**src/rtl/core/ctcg_pkg.sv**
```systemverilog
// Package with the request types, queue sizing and symbol table of the CTC greedy decoder.
`timescale 1ns / 1ps

package ctcg_pkg;

  localparam int MaxClassesDefault = 64;
  localparam int AlphabetSize      = 36;
  localparam int QueueDepth        = 4;
  localparam int QueuePtrW         = $clog2(QueueDepth);
  localparam int QueueCntW         = $clog2(QueueDepth + 1);

  typedef struct packed {
    logic signed [15:0] score;
    logic               row_end;
    logic               sequence_end;
  } ctcg_in_t;

  typedef struct packed {
    logic [7:0] symbol;
    logic [5:0] class_index;
    logic       is_terminator;
  } ctcg_out_t;

  // Results produced by one accepted score: count, then up to two requests in order.
  typedef struct packed {
    logic [1:0] count;
    ctcg_out_t  first;
    ctcg_out_t  second;
  } ctcg_push_t;

  // Class 1..10 map to digits, 11..36 to lower-case letters, anything else to 0.
  function automatic logic [7:0] class_symbol(input logic [5:0] cls);
    logic [7:0] sym;
    sym = 8'd0;
    if (cls >= 6'd1 && cls <= 6'd10) begin
      sym = 8'h30 + {2'b00, cls} - 8'd1;
    end else if (cls >= 6'd11 && cls <= 6'(AlphabetSize)) begin
      sym = 8'h61 + {2'b00, cls} - 8'd11;
    end
    return sym;
  endfunction

endpackage

```
**src/rtl/core/ctcg_row_max.sv**
```systemverilog
// Running row maximum, collapse of repeats and blanks, and result formation.
`timescale 1ns / 1ps

module ctcg_row_max import ctcg_pkg::*; #(
  parameter int MAX_CLASSES = MaxClassesDefault
) (
  input  logic       clk,
  input  logic       rst_n,
  input  logic       accept,
  input  ctcg_in_t   in_data,
  output ctcg_push_t push
);

  localparam logic [5:0] TopColumn = 6'(MAX_CLASSES - 1);

  logic signed [15:0] best_score_r, best_score_nxt;
  logic [5:0]         best_class_r, best_class_nxt;
  logic [5:0]         column_r, column_nxt;
  logic [5:0]         prev_class_r, prev_class_nxt;
  logic               first_row_r, first_row_nxt;

  logic signed [15:0] row_score;
  logic [5:0]         row_class;
  logic               row_done;
  logic               emit;
  ctcg_out_t          char_res;
  ctcg_out_t          term_res;

  always_comb begin
    // The first score of a row always takes the lead; later ones must be strictly greater.
    if (column_r == 6'd0) begin
      row_score = in_data.score;
      row_class = 6'd0;
    end else if (in_data.score > best_score_r) begin
      row_score = in_data.score;
      row_class = column_r;
    end else begin
      row_score = best_score_r;
      row_class = best_class_r;
    end

    row_done = in_data.row_end | in_data.sequence_end;
    emit     = row_done && (row_class != 6'd0) &&
               (first_row_r || (row_class != prev_class_r));

    char_res.symbol        = class_symbol(row_class);
    char_res.class_index   = row_class;
    char_res.is_terminator = 1'b0;

    term_res.symbol        = 8'd0;
    term_res.class_index   = 6'd0;
    term_res.is_terminator = 1'b1;

    push.count  = {1'b0, emit} + {1'b0, in_data.sequence_end};
    push.first  = emit ? char_res : term_res;
    push.second = term_res;

    best_score_nxt = best_score_r;
    best_class_nxt = best_class_r;
    column_nxt     = column_r;
    prev_class_nxt = prev_class_r;
    first_row_nxt  = first_row_r;

    if (accept) begin
      best_score_nxt = row_score;
      best_class_nxt = row_class;
      if (column_r < TopColumn) begin
        column_nxt = column_r + 6'd1;
      end
      if (row_done) begin
        prev_class_nxt = row_class;
        first_row_nxt  = 1'b0;
        column_nxt     = 6'd0;
      end
      if (in_data.sequence_end) begin
        best_score_nxt = '0;
        best_class_nxt = 6'd0;
        prev_class_nxt = 6'd0;
        first_row_nxt  = 1'b1;
      end
    end
  end

  always_ff @(posedge clk) begin
    if (!rst_n) begin
      best_score_r <= '0;
      best_class_r <= 6'd0;
      column_r     <= 6'd0;
      prev_class_r <= 6'd0;
      first_row_r  <= 1'b1;
    end else begin
      best_score_r <= best_score_nxt;
      best_class_r <= best_class_nxt;
      column_r     <= column_nxt;
      prev_class_r <= prev_class_nxt;
      first_row_r  <= first_row_nxt;
    end
  end

endmodule

```
**src/rtl/core/ctcg_out_queue.sv**
```systemverilog
// Small result queue that takes up to two requests a cycle and hands out one while out_stall is low.
`timescale 1ns / 1ps

module ctcg_out_queue import ctcg_pkg::*; (
  input  logic       clk,
  input  logic       rst_n,
  input  logic       push_en,
  input  ctcg_push_t push,
  output logic       room,
  output logic       out_valid,
  input  logic       out_stall,
  output ctcg_out_t  out_data
);

  ctcg_out_t              slot_r [QueueDepth];
  logic [QueuePtrW-1:0]   wr_ptr_r, wr_ptr_nxt;
  logic [QueuePtrW-1:0]   rd_ptr_r, rd_ptr_nxt;
  logic [QueueCntW-1:0]   count_r, count_nxt;
  logic [QueuePtrW-1:0]   wr_ptr_2nd;
  logic [1:0]             n_push;
  logic                   pop;

  always_comb begin
    n_push     = push_en ? push.count : 2'd0;
    pop        = out_valid && !out_stall;
    wr_ptr_2nd = wr_ptr_r + QueuePtrW'(1);
    wr_ptr_nxt = wr_ptr_r + QueuePtrW'(n_push);
    rd_ptr_nxt = rd_ptr_r + QueuePtrW'(pop);
    count_nxt  = count_r + QueueCntW'(n_push) - QueueCntW'(pop);
  end

  // Room for a worst-case item (two requests) without looking at the pop.
  assign room      = (count_r <= QueueCntW'(QueueDepth - 2));
  assign out_valid = (count_r != '0);
  assign out_data  = slot_r[rd_ptr_r];

  always_ff @(posedge clk) begin
    if (n_push != 2'd0) begin
      slot_r[wr_ptr_r] <= push.first;
    end
    if (n_push == 2'd2) begin
      slot_r[wr_ptr_2nd] <= push.second;
    end
  end

  always_ff @(posedge clk) begin
    if (!rst_n) begin
      wr_ptr_r <= '0;
      rd_ptr_r <= '0;
      count_r  <= '0;
    end else begin
      wr_ptr_r <= wr_ptr_nxt;
      rd_ptr_r <= rd_ptr_nxt;
      count_r  <= count_nxt;
    end
  end

endmodule

```
**src/rtl/core/ctc_greedy_decoder.sv**
```systemverilog
// Top level of the CTC greedy best-path decoder.
`timescale 1ns / 1ps
// The block takes class scores (signed Q8.8) on the in_ channel, one request per
// score, row by row; row_end closes a time step and sequence_end closes the
// sequence (and its last row). Each row's first-maximum winner is collapsed
// against the previous row's winner and the blank class, and surviving
// classes leave on the out_ channel as ASCII symbols with their class index.
// Every sequence ends with a terminator request (is_terminator set).
// Both channels use valid/stall: a request moves on a clock edge with valid
// high and stall low. A score is taken every cycle while in_stall is low;
// results of an accepted score are registered in the result queue, whose count
// drives out_valid. One score can give up to two results, held in a four-entry
// result queue; in_stall rises when fewer than two queue entries are free, so
// while the receiver stalls the queue fills and then input stops, and no result
// is lost. Sustained rate is one score per cycle as long as results drain at
// least as fast as they are produced; the queue's single read port sets the
// result rate at one per cycle. Synchronous reset empties the queue and starts
// a fresh sequence with the first-row flag set.

module ctc_greedy_decoder import ctcg_pkg::*; #(
  parameter int MAX_CLASSES = MaxClassesDefault
) (
  input  logic      clk,
  input  logic      rst_n,
  input  logic      in_valid,
  output logic      in_stall,
  input  ctcg_in_t  in_data,
  output logic      out_valid,
  input  logic      out_stall,
  output ctcg_out_t out_data
);

  logic       in_accept;
  logic       room;
  ctcg_push_t push;

  assign in_stall  = !room;
  assign in_accept = in_valid && room;

  ctcg_row_max #(
    .MAX_CLASSES(MAX_CLASSES)
  ) u_row_max (
    .clk    (clk),
    .rst_n  (rst_n),
    .accept (in_accept),
    .in_data(in_data),
    .push   (push)
  );

  ctcg_out_queue u_out_queue (
    .clk      (clk),
    .rst_n    (rst_n),
    .push_en  (in_accept),
    .push     (push),
    .room     (room),
    .out_valid(out_valid),
    .out_stall(out_stall),
    .out_data (out_data)
  );

endmodule
```
**config.mk**
```make
export PLATFORM = sky130hd
export DESIGN_NAME = ctc_greedy_decoder
export DESIGN_NICKNAME = d
export VERILOG_FILES = /design/src/rtl/core/ctcg_pkg.sv /design/src/rtl/core/ctcg_row_max.sv /design/src/rtl/core/ctcg_out_queue.sv /design/src/rtl/core/ctc_greedy_decoder.sv
export SDC_FILE = /design/constraint.sdc
export NUM_CORES = 1
export LEC_CHECK = 0
export BUFFER_PORTS_ARGS = -buffer_cell sky130_fd_sc_hd__buf_2
export CAP_MARGIN = 20
export CORE_MARGIN = 3
export CORE_UTILIZATION = 55
export DETAILED_ROUTE_END_ITERATION = 10
export HOLD_SLACK_MARGIN = 0.08
export PLACE_DENSITY_LB_ADDON = 0.08
export SLEW_MARGIN = 25
export SYNTH_ARGS = -nofsm -noshare
export SYNTH_HDL_FRONTEND = slang
export SYNTH_SLANG_ARGS = --single-unit
```
**constraint.sdc**
```tcl
create_clock -name clk -period 4.9 [get_ports clk]
set_input_delay 0 -clock clk [delete_from_list [all_inputs] [get_ports clk]]
set_output_delay 0 -clock clk [all_outputs]
set_load 0.1 [all_outputs]
```
==> results of run 1 <==
[state kept, by name (all words and copies together), names as in the netlist]
signal	count
u_out_queue.slot_r	60
u_row_max.best_score_r	16
u_row_max.best_class_r	6
u_row_max.column_r	6
u_row_max.prev_class_r	6
u_out_queue.count_r	3
u_out_queue.rd_ptr_r	2
u_out_queue.wr_ptr_r	2
u_row_max.first_row_r	1
[stage by stage]
stage	std cells	setup WS [ns]	hold WS, ns	util	power (mW)
floorplan	638	0.0119	0.172	-	1.35
finish	836	0.195	0.122	0.663	2.03
global placement	798	0.151	0.313	0.609	1.46
CTS	833	0.0170	0.110	0.649	2.02
detailed placement	799	-0.0154	0.322	0.610	1.48
global route	836	0.0172	0.159	0.663	2.13
[timing repair]
item	in CTS	in global routing
hold buffers	18	0
endpoints found under the setup margin	3	61
endpoints found under the hold margin	17	0
resized for setup	2	22
pin swaps	0	3
buffers inserted	0	3
[worst max-delay path: stages (launching register included)]
cell and delay, ns:
dfxtp_1 0.34, inv_1 0.04, ha_1 0.32, nand4_4 0.16, o21bai_2 0.10, or3_4 0.41
or3_1 0.43, a21oi_2 0.25, mux2_4 0.37, xnor2_1 0.20, nor4_2 0.06, buf_4 0.14
a221oi_4 0.33, ha_4 0.19, buf_4 0.10, o21ai_2 0.10, nor2_1 0.55, nor2_1 0.08
buf_4 0.19, a22o_1 0.23
[power by group]
group	switching (mW)	internal [mW]	total (mW)
logic	0.346	0.213	0.559
clock network	0.290	0.238	0.528
registers	0.0667	0.872	0.939
total	0.703	1.32	2.03
[cell type report]
| class | count | area, um^2 |
|---|---|---|
| Clock inverter | 5 | 57.6 |
| Fill cell | 850 | 3310 |
| Inverter | 34 | 128 |
| Clock buffer | 11 | 131 |
| Timing Repair Buffer | 85 | 592 |
| Tap cell | 133 | 166 |
| Multi-Input combinational cell | 466 | 3390 |
| Sequential cell | 102 | 2040 |
[cells in the final DEF (no fill, tap or decap), types with 3 or more instances in the layout]
cell / n
inv_1: 32
o211ai_1: 7
nand3_1: 25
dfxtp_1: 101
o21ai_1: 9
nor3_1: 19
nor3b_1: 15
nand4_1: 3
nor2_1: 29
buf_4: 28
clkbuf_8: 9
a21o_1: 3
xor2_1: 4
nand2b_1: 3
and3_1: 4
dlygate4sd3_1: 18
buf_2: 38
mux4_2: 15
a21oi_1: 59
a22o_1: 4
ha_1: 34
or3_1: 7
o21ai_0: 22
xnor2_1: 12
nor3_2: 3
nor2b_1: 32
a32o_1: 7
and3b_1: 3
nand2_1: 68
or2_2: 5
a211o_1: 5
a22oi_1: 5
and2_1: 9
o22ai_1: 3
[final timing paths]
check | to | slack [ns] | cells past startpoint
min | u_out_queue.rd_ptr_r[0] | 0.12 | 4
max | u_out_queue.slot_r[1][9] | 0.19 | 19
min reg2reg | u_out_queue.slot_r[0][1] | 0.46 | 2
max reg2reg | u_out_queue.slot_r[1][9] | 0.19 | 19
[layer usage]
layer  routed length (um)  up-vias
li1                     -     2385
met1                 6520     2331
met2                 6590      129
met3                  741       12
met4                  140        0
met5                    0        -
[kinds of logic (layout without fill, tap and decap cells)]
kind of cell / count (synthesis) / in the layout / share of synthesized area
adder cells (fa/ha/maj): 37 / 37 / 0.0846
AND/OR/NAND/NOR: 241 / 241 / 0.225
buffers and inverters: 70 / 135 / 0.0486
XOR/XNOR: 17 / 17 / 0.0268
AO/OA/AOI/OAI: 152 / 152 / 0.179
multiplexers: 19 / 19 / 0.0693
flip-flops: 102 / 102 / 0.367
==> summary.md, run 1 <==
| Metric | Value |
|---|---|
| Core ar. | `0.00982 mm^2` |
| Antenna viol nets, final | `0` |
| IR drop worst, VDD | `486 uV` |
| Global routing usage on met3 | `0.0559` |
| Drt via density | `5.81` |
| Iter 0 DRT Violations | `318` |
| Reg clk slew, reported paths | `0.10 ns` |
| Synth unique cells | `64` |
| Synth top cells by count | `102 x dfxtp_1, 70 x nand2_1, 60 x a21oi_1, 36 x ha_1` |
| Pin count of the biggest net entering global routing | `41` |
| Synth area leaders | `dfxtp_1 37%, ha_1 8.1%, mux4_2 6.1%` |
| Vias in the first global route | `4710` |
| Root Driver | `clkbuf_8` |
| Post-Route WL | `14000 um` |
| Layout Skew | `0.0176 ns` |
| Unrepaired setup endpoints after global routing | `false` |
| Hold Startpoint | `out_stall` |
| Yosys top cell area share | `0.367` |
| Critical Path RT | `5.19 ns` |
| Total CTS buffers | `9` |
| Pwr dens | `311 mW/mm^2` |
| Hold Fails Final Rpt | `0` |
| Post-synth top area cell | `dfxtp_1` |
| GRT Util Overall | `0.259` |
| Worst min-delay path class | `in -> reg` |
| Post-Syn Instances | `638` |
| Met2 Use GR | `0.414` |
| Final non-filler cell area | `0.00651 mm^2` |
| Clk sinks | `102` |
| Area Growth Syn to Fin | `17.1%` |
| Syn_nets | `697` |
| DP Area | `0.00599 mm^2` |
| Die Area | `0.0113 mm^2` |
| GPL Wtd Cong | `0.878` |
| Worst-Skew Late Latency | `0.39 ns` |
| R2r startpoint | `u_row_max.best_score_r[15]` |
| Antenna violations before repair | `0` |
| Setup_tns | `0 ns` |
| Max_slew headroom | `0.380` |
| Synthesized area | `0.00556 mm^2` |
| DR pass1 iterations | `5` |
| Ratio of cells with drive above 1 in the final layout | `0.193` |
| DRC errors left | `0` |
| Critical Path End Type | `flop` |
| H-tree depth | `3` |
| #FFs+latches synth | `102` |
| Critical path data arrival time | `5.00 ns` |
| Synth Warn # | `0` |
| Setup crit start | `u_row_max.best_score_r[15]` |
| Startpoint types | `flop` |
| FFs w/ async S/R, synth | `0` |
| Ys flop type | `dfxtp_1` |
| LEAKAGE | `2.48 nW` |
| Max Slew Vio Count | `0` |
| Detailed placer's ending HPWL | `9520 um` |
| Status | `completed` |
| CTS tree | `done` |
| Vias | `4857` |
| Critical path type | `reg -> reg` |
| Sequential fraction of the synthesis area | `0.367` |
| Worst Max-Slew Pin Slew | `0.929 ns` |
| First-pass GRT wire length | `23400 um` |
| Cell Rows | `36` |
| Number of synthesized flops with an enable pin | `0` |
| Crit path max fanout | `9` |
| DIE HEIGHT | `107 um` |
| Most used routing layer | `met2` |
| Post-Syn Area per Cell | `8.71 um^2` |
| Starting Density | `0.566` |
| Final period utilization | `0.960` |
| Most frequent cell after synthesis | `dfxtp_1` |
| # port buffers | `38` |
| Maximum clock insertion buffer count | `2` |
| Setup Viol. Count Final | `0` |
| WL/cell | `16.7 um` |
| Grt ovf | `0` |
| Antenna diodes | `0` |
| I/O Pins | `39` |
| Max Fclk | `213 MHz` |
| Chip width | `107 um` |
| Max-cap violation count | `0` |
| Grt met1 use | `0.356` |
| Final worst path period need | `4.71 ns` |
| Nets | `757` |
(Power assumes the default switching activity.)
==> run 2, diff against run 1 <==
Settings changed: BUFFER_PORTS_ARGS -buffer_cell sky130_fd_sc_hd__buf_2 to -buffer_cell sky130_fd_sc_hd__buf_4, SKIP_CTS_REPAIR_TIMING set to 1.
==> summary.md, run 2 (synthesized netlist as in run 1, its figures left out) <==
| Metric | Value |
|---|---|
| WL/cell | `16.9 um (+0.79%)` |
| Max Fclk | `212 MHz (about the same)` |
| Vias in the first global route | `4661 (-1.0%)` |
| Clk sinks | `102 (unchanged)` |
| Starting Density | `0.566 (unchanged)` |
| Worst min-delay path class | `in -> reg` |
| Critical path type | `reg -> reg` |
| Worst r2r path cells | `18 (-1)` |
| GRT Util Overall | `0.253 (-0.00590)` |
| Critical path data arrival time | `5.00 ns (about the same)` |
| Sw power | `0.714 mW (+1.5%)` |
| Layout Skew | `0.0126 ns (-0.00496 ns)` |
| Root Driver | `clkbuf_8` |
| Antenna violations before repair | `0 (unchanged)` |
| Post-Route M1 WL | `6280 um (-3.7%)` |
| R2r startpoint | `u_row_max.best_score_r[11]` |
| Layout Cells excl Fill | `831 (-0.60%)` |
| Seq pwr share | `0.434 (-0.029)` |
| GPL Wtd Cong | `0.894 (+1.8%)` |
| Setup ws final | `0.192 ns (-0.00313 ns)` |
| Hold Fails Final Rpt | `0 (unchanged)` |
| Iter 0 DRT Violations | `253 (-20%)` |
| Die Area | `0.0113 mm^2 (unchanged)` |
| Int Power | `1.38 mW (+4.7%)` |
| Vias | `4886 (+0.60%)` |
| Hold Path Sink | `u_row_max.best_score_r[9]` |
| Most frequent CP cell | `ha_1` |
| Pwr dens | `320 mW/mm^2 (+2.7%)` |
| Post-Place Setup Slack | `-0.0676 ns (-0.0522 ns)` |
| Final hold slack | `0.0488 ns (-0.0736 ns)` |
| Startpoint types | `flop` |
| Top reg by flops | `u_out_queue.slot_r` |
| Max-cap violation count | `0 (unchanged)` |
| First-pass GRT wire length | `23000 um (-1.5%)` |
| Drt via density | `5.88 (+1.2%)` |
| Status | `completed` |
| Area Growth Syn to Fin | `18.1%` |
| Detailed placer's ending HPWL | `9580 um (+0.65%)` |
| Clock share of power | `0.285 (+0.024)` |
| Grt ovf | `0 (unchanged)` |
| Hold Startpoint | `in_data[11]` |
| Most frequent cells in the layout | `102 x dfxtp_1, 68 x nand2_1, 62 x buf_4` |
| Unrepaired setup endpoints after global routing | `true` |
| Hold depth | `4 (unchanged)` |
| IR drop worst, VDD | `607 uV (+25%)` |
| Final period utilization | `0.961 (about the same)` |
| Ratio of cells with drive above 1 in the final layout | `0.178 (-0.0158)` |
| Crit path max fanout | `12 (+3)` |
| I/O Pins | `39 (unchanged)` |
| Max Used Layer | `met4` |
| DRC errors left | `0 (unchanged)` |
| Metal2 WL | `6720 um (+2.0%)` |
| H-tree depth | `3 (unchanged)` |
| Antenna diodes | `0 (unchanged)` |
| DR WL met3 | `884 um (+19%)` |
| DP Area | `0.00608 mm^2 (+1.4%)` |
| Setup_tns | `0 ns (unchanged)` |
| Critical-path cell list | `inv_1 > ha_1 > a21oi_1 > o21bai_2 > or3_4 > o31a_1 > o211a_1 > or3_1 > buf_4 > and3_1 > a221oi_4 > ha_4 > nand2_2 > ha_1 > fa_1 > xor2_1 > xnor2_1 > and2_1` |
| Pin count of the biggest net entering global routing | `41 (unchanged)` |
| Sw Ratio | `0.340 (-0.00695)` |
| Nets | `752 (-0.66%)` |
| Core ar. | `0.00982 mm^2 (unchanged)` |
| Max reg flops | `60 (unchanged)` |
| Comb pwr share | `0.281 (+0.005)` |
| CTS tree | `done` |
| # port buffers | `38 (unchanged)` |
| Cell Rows | `36 (unchanged)` |
| Chip width | `107 um (unchanged)` |
| LEAKAGE | `2.50 nW (+0.73%)` |
| Critical Path End Type | `flop` |
| Max Slew Vio Count | `0 (unchanged)` |
| Commonest non-fill, non-tap cell in the layout | `dfxtp_1` |
| Final worst path period need | `4.71 ns (+0.00313 ns)` |
| Post-Route WL | `14000 um (+0.19%)` |
| Final non-filler cell area | `0.00656 mm^2 (+0.85%)` |
| Worst Max-Slew Pin Slew | `0.871 ns (-0.0580 ns)` |
| DIE HEIGHT | `107 um (unchanged)` |
| Layout Utilization | `0.668 (+0.00561)` |
| Setup Viol. Count Final | `0 (unchanged)` |
| Largest regs | `u_out_queue.slot_r (60), u_row_max.best_score_r (16)` |
| Reg clk slew, reported paths | `0.10 ns (about the same)` |
| Worst r2r dst | `u_out_queue.count_r[2]` |
| Antenna viol nets, final | `0 (unchanged)` |
| Worst-Skew Late Latency | `0.39 ns (about the same)` |
| Slowest stage delay, CP | `0.44 ns (-0.11 ns)` |
| Total CTS buffers | `9 (unchanged)` |
| Slowest-stage cell, CP | `fa_1` |
| Critical Path RT | `5.19 ns (about the same)` |
| DR pass1 iterations | `5 (unchanged)` |
| Reg2Reg Setup Slack | `0.19 ns (about the same)` |
| Final total power | `2.10 mW (+3.6%)` |
| Maximum clock insertion buffer count | `2 (unchanged)` |
| Max_slew headroom | `0.419 (+0.0387)` |
| Placed cells | `798 (-0.13%)` |
| Fillers | `820 (-3.5%)` |
## run 2: metal layers
metal,vias up,track usage
li1,2366,-
met1,2333,0.350
met2,171,0.401
met3,16,0.0607
met4,0,0.0658
met5,-,0
## run 2: how the worst max path moves through the flow
stage	from	end	slack, ns	cells after the start
floorplan	u_row_max.best_score_r[15]	u_out_queue.count_r[2]	0.01	21
global placement	u_row_max.best_score_r[15]	u_out_queue.count_r[2]	0.04	20
detailed placement	u_row_max.best_score_r[15]	u_out_queue.count_r[2]	-0.07	20
CTS	u_row_max.best_score_r[15]	u_out_queue.count_r[2]	-0.11	20
finish	u_row_max.best_score_r[11]	u_out_queue.count_r[2]	0.19	18
global route	u_row_max.best_score_r[15]	u_out_queue.count_r[2]	-0.05	18
## run 2: layout make-up
cell class	count	area [um^2]	area share
Clock buffer	10	128	0.0194
Clock inverter	6	92.6	0.0141
Inverter	34	128	0.0194
Multi-Input combinational cell	466	3360	0.512
Sequential cell	102	2040	0.311
Tap cell	133	166	0.0254
Timing Repair Buffer	80	647	0.0986
## run 2: critical path, delay by kind of cell, from the launching register on
| family | cells | cell delay (ns) |
|---|---|---|
| AND/OR/NAND/NOR | 5 | 1.30 |
| buffers and inverters | 2 | 0.28 |
| AO/OA/AOI/OAI | 5 | 1.15 |
| flip-flops | 1 | 0.35 |
| XOR/XNOR | 2 | 0.28 |
| adder cells (fa/ha/maj) | 4 | 1.24 |
## run 2: power by group through the flow
stage                     clock, mW  sequential (mW)  combinational, mW
final                         0.599            0.910              0.589
after global routing          0.635            0.914              0.644
after CTS                     0.605            0.909              0.566
after detailed placement          0            0.927              0.561
after global placement            0            0.925              0.549
after floorplan                   0            0.910              0.439
==> run 3, diff against run 2 <==
Settings changed: ABC_CLOCK_PERIOD_IN_PS set to 5600, CORE_UTILIZATION 55 to 65.
Clock period 4.9 ns to 5.6 ns, I/O delays scaled along.
==> summary.md, run 3 (synthesized netlist as in run 1, its figures left out) <==
| Metric | Value |
|---|---|
| LEAKAGE | `2.38 nW (-4.7%)` |
| Setup ws final | `0.450 ns (+0.259 ns)` |
| Slowest stage delay, CP | `0.68 ns (+0.24 ns)` |
| Clk sinks | `102 (unchanged)` |
| Final period utilization | `0.920 (-0.0413)` |
| Nets | `734 (-2.4%)` |
| GPL Wtd Cong | `0.940 (+5.1%)` |
| Worst-Skew Late Latency | `0.38 ns (about the same)` |
| Hold Fails Final Rpt | `0 (unchanged)` |
| IR drop worst, VDD | `533 uV (-12%)` |
| Largest delay share family, worst path | `adder cells` |
| Grt ovf | `0 (unchanged)` |
| Max reg flops | `60 (unchanged)` |
| Reg clk slew, reported paths | `0.12 ns (+0.02 ns)` |
| Layout Utilization | `0.759 (+0.0909)` |
| Antenna violations before repair | `0 (unchanged)` |
| Most frequent CP cell | `ha_1` |
| Post-Route WL | `13600 um (-2.9%)` |
| Antenna diodes | `0 (unchanged)` |
| Pwr dens | `279 mW/mm^2 (-13%)` |
| Critical-path cell list | `inv_1 > ha_1 > nand4_2 > a2111oi_1 > nor3_1 > o21ai_4 > mux2_2 > ha_1 > and3_1 > a221oi_4 > ha_1 > nand2_1 > ha_1 > fa_1 > xor2_1 > xnor2_1 > and2_1` |
| Iter 0 DRT Violations | `286 (+13%)` |
| Core ar. | `0.00826 mm^2 (-16%)` |
| Die Area | `0.00970 mm^2 (-15%)` |
| WL/cell | `17.3 um (+2.7%)` |
| Drt via density | `6.12 (+4.1%)` |
| Setup_tns | `0 ns (unchanged)` |
| Antenna viol nets, final | `0 (unchanged)` |
| Final worst path period need | `5.15 ns (+0.441 ns)` |
| Setup Viol. Count Final | `0 (unchanged)` |
| DP Area | `0.00594 mm^2 (-2.3%)` |
| Sw Ratio | `0.362 (+0.0216)` |
| Worst r2r dst | `u_out_queue.count_r[2]` |
| Status | `completed` |
| Worst Max-Slew Pin Slew | `0.880 ns (+0.00911 ns)` |
| I/O Pins | `39 (unchanged)` |
| Clock share of power | `0.260 (-0.025)` |
| Final hold slack | `0.0558 ns (+0.00704 ns)` |
| Most frequent cells in the layout | `102 x dfxtp_1, 70 x nand2_1, 60 x a21oi_1` |
| Slowest-stage cell, CP | `a2111oi_1` |
| Placed cells | `757 (-5.1%)` |
| Chip width | `98.5 um (-7.6%)` |
| Seq pwr share | `0.454 (+0.020)` |
| Detailed placer's ending HPWL | `9500 um (-0.82%)` |
| Comb pwr share | `0.286 (+0.005)` |
| GRT Util Overall | `0.286 (+0.0327)` |
| Worst r2r path cells | `17 (-1)` |
| Critical path data arrival time | `5.43 ns (+0.43 ns)` |
| Commonest non-fill, non-tap cell in the layout | `dfxtp_1` |
| Maximum clock insertion buffer count | `2 (unchanged)` |
| # port buffers | `38 (unchanged)` |
| Unrepaired setup endpoints after global routing | `false` |
| Max_slew headroom | `0.413 (-0.00608)` |
| DRC errors left | `0 (unchanged)` |
| Critical Path End Type | `flop` |
| Int Power | `1.12 mW (-19%)` |
| Hold depth | `5 (+1)` |
| Layout Cells excl Fill | `785 (-5.5%)` |
| Startpoint types | `flop` |
| Reg2Reg Setup Slack | `0.45 ns (+0.26 ns)` |
| Worst min-delay path class | `in -> reg` |
| Crit path depth | `17 (-1)` |
| Max Slew Vio Count | `0 (unchanged)` |
| DR pass1 iterations | `6 (+1)` |
| DIE HEIGHT | `98.5 um (-7.6%)` |
| R2r startpoint | `u_row_max.best_score_r[15]` |
| Vias in the first global route | `4715 (+1.2%)` |
| Sw power | `0.633 mW (-11%)` |
| First-pass GRT wire length | `22800 um (-0.81%)` |
| H-tree depth | `3 (unchanged)` |
| Final total power | `1.75 mW (-17%)` |
| Top reg by flops | `u_out_queue.slot_r` |
| Hold Path Sink | `u_row_max.best_score_r[0]` |
| Area Growth Syn to Fin | `12.8%` |
| Crit path buffers/inverters | `1 (-1)` |
| Cell Rows | `33 (-8.3%)` |
| Crit path max fanout | `9 (-3)` |
| Layout Skew | `0.0202 ns (+0.00761 ns)` |
| Fillers | `619 (-25%)` |
| Final non-filler cell area | `0.00627 mm^2 (-4.5%)` |
| CTS tree | `done` |
| Critical path type | `reg -> reg` |
| Hold Startpoint | `in_data[2]` |
| Vias | `4807 (-1.6%)` |
| Post-Place Setup Slack | `0.428 ns (+0.495 ns)` |
| Pin count of the biggest net entering global routing | `41 (unchanged)` |
| Total CTS buffers | `9 (unchanged)` |
| Starting Density | `0.673 (+0.107)` |
| Max-cap violation count | `0 (unchanged)` |
| Max Fclk | `194 MHz (-8.6%)` |
| Ratio of cells with drive above 1 in the final layout | `0.154 (-0.0232)` |
| Critical Path RT | `5.88 ns (+0.69 ns)` |
| Largest regs | `u_out_queue.slot_r (60), u_row_max.best_score_r (16)` |
| Root Driver | `clkbuf_8` |
## run 3: changes by cell type in the layout (fill, tap and decap cells not counted), moves of 3 or more
cell,before,now
nor2_2,1,4
dlygate4sd3_1,17,11
or2_2,2,5
or2_4,3,0
buf_4,62,50
nor4_1,2,5
nor2_1,30,27
## run 3: worst max-delay path by stage
| stage | from | to | slack, ns |
|---|---|---|---|
| 2_1_floorplan | u_row_max.best_score_r[15] | u_out_queue.slot_r[1][9] | 0.59 |
| 3_3_place_gp | u_row_max.best_score_r[15] | u_out_queue.slot_r[0][9] | 0.59 |
| 3_5_place_dp | u_row_max.best_score_r[15] | u_out_queue.slot_r[2][12] | 0.43 |
| 4_1_cts | u_row_max.best_score_r[15] | u_out_queue.slot_r[0][12] | 0.35 |
| 5_1_grt | u_row_max.best_score_r[15] | u_out_queue.count_r[2] | 0.02 |
| 6_report | u_row_max.best_score_r[15] | u_out_queue.count_r[2] | 0.45 |
## run 3: layout make-up
class	count	area [um^2]	area share
clock buffers	9	124	0.0198
clock inverters	7	67.6	0.0108
inverters	34	128	0.0204
multi-input cells	466	3280	0.523
flip-flops and latches	102	2040	0.326
well taps	105	131	0.0210
repair buffers	62	497	0.0792
## run 3: power groups by stage
stage	Sequential, mW	Clock, mW	Combinational [mW]
2_1_floorplan	0.796	0	0.384
3_3_place_gp	0.808	0	0.472
3_5_place_dp	0.810	0	0.482
4_1_cts	0.793	0.461	0.487
5_1_grt	0.799	0.488	0.547
6_report	0.794	0.455	0.501
## run 3: tightest hold or removal path, cell delays in order
cell and delay (ns):
buf_4 0.11, inv_1 0.06, nor3_1 0.05, a21oi_1 0.11
nor2b_1 0.05
## run 3: per-layer routing
metal | up-vias | GRT usage | share of wire
li1 | 2334 | - | -
met1 | 2292 | 0.393 | 0.45
met2 | 165 | 0.471 | 0.48
met3 | 16 | 0.0453 | 0.061
met4 | 0 | 0.0809 | 0.011
met5 | - | 0 | 0
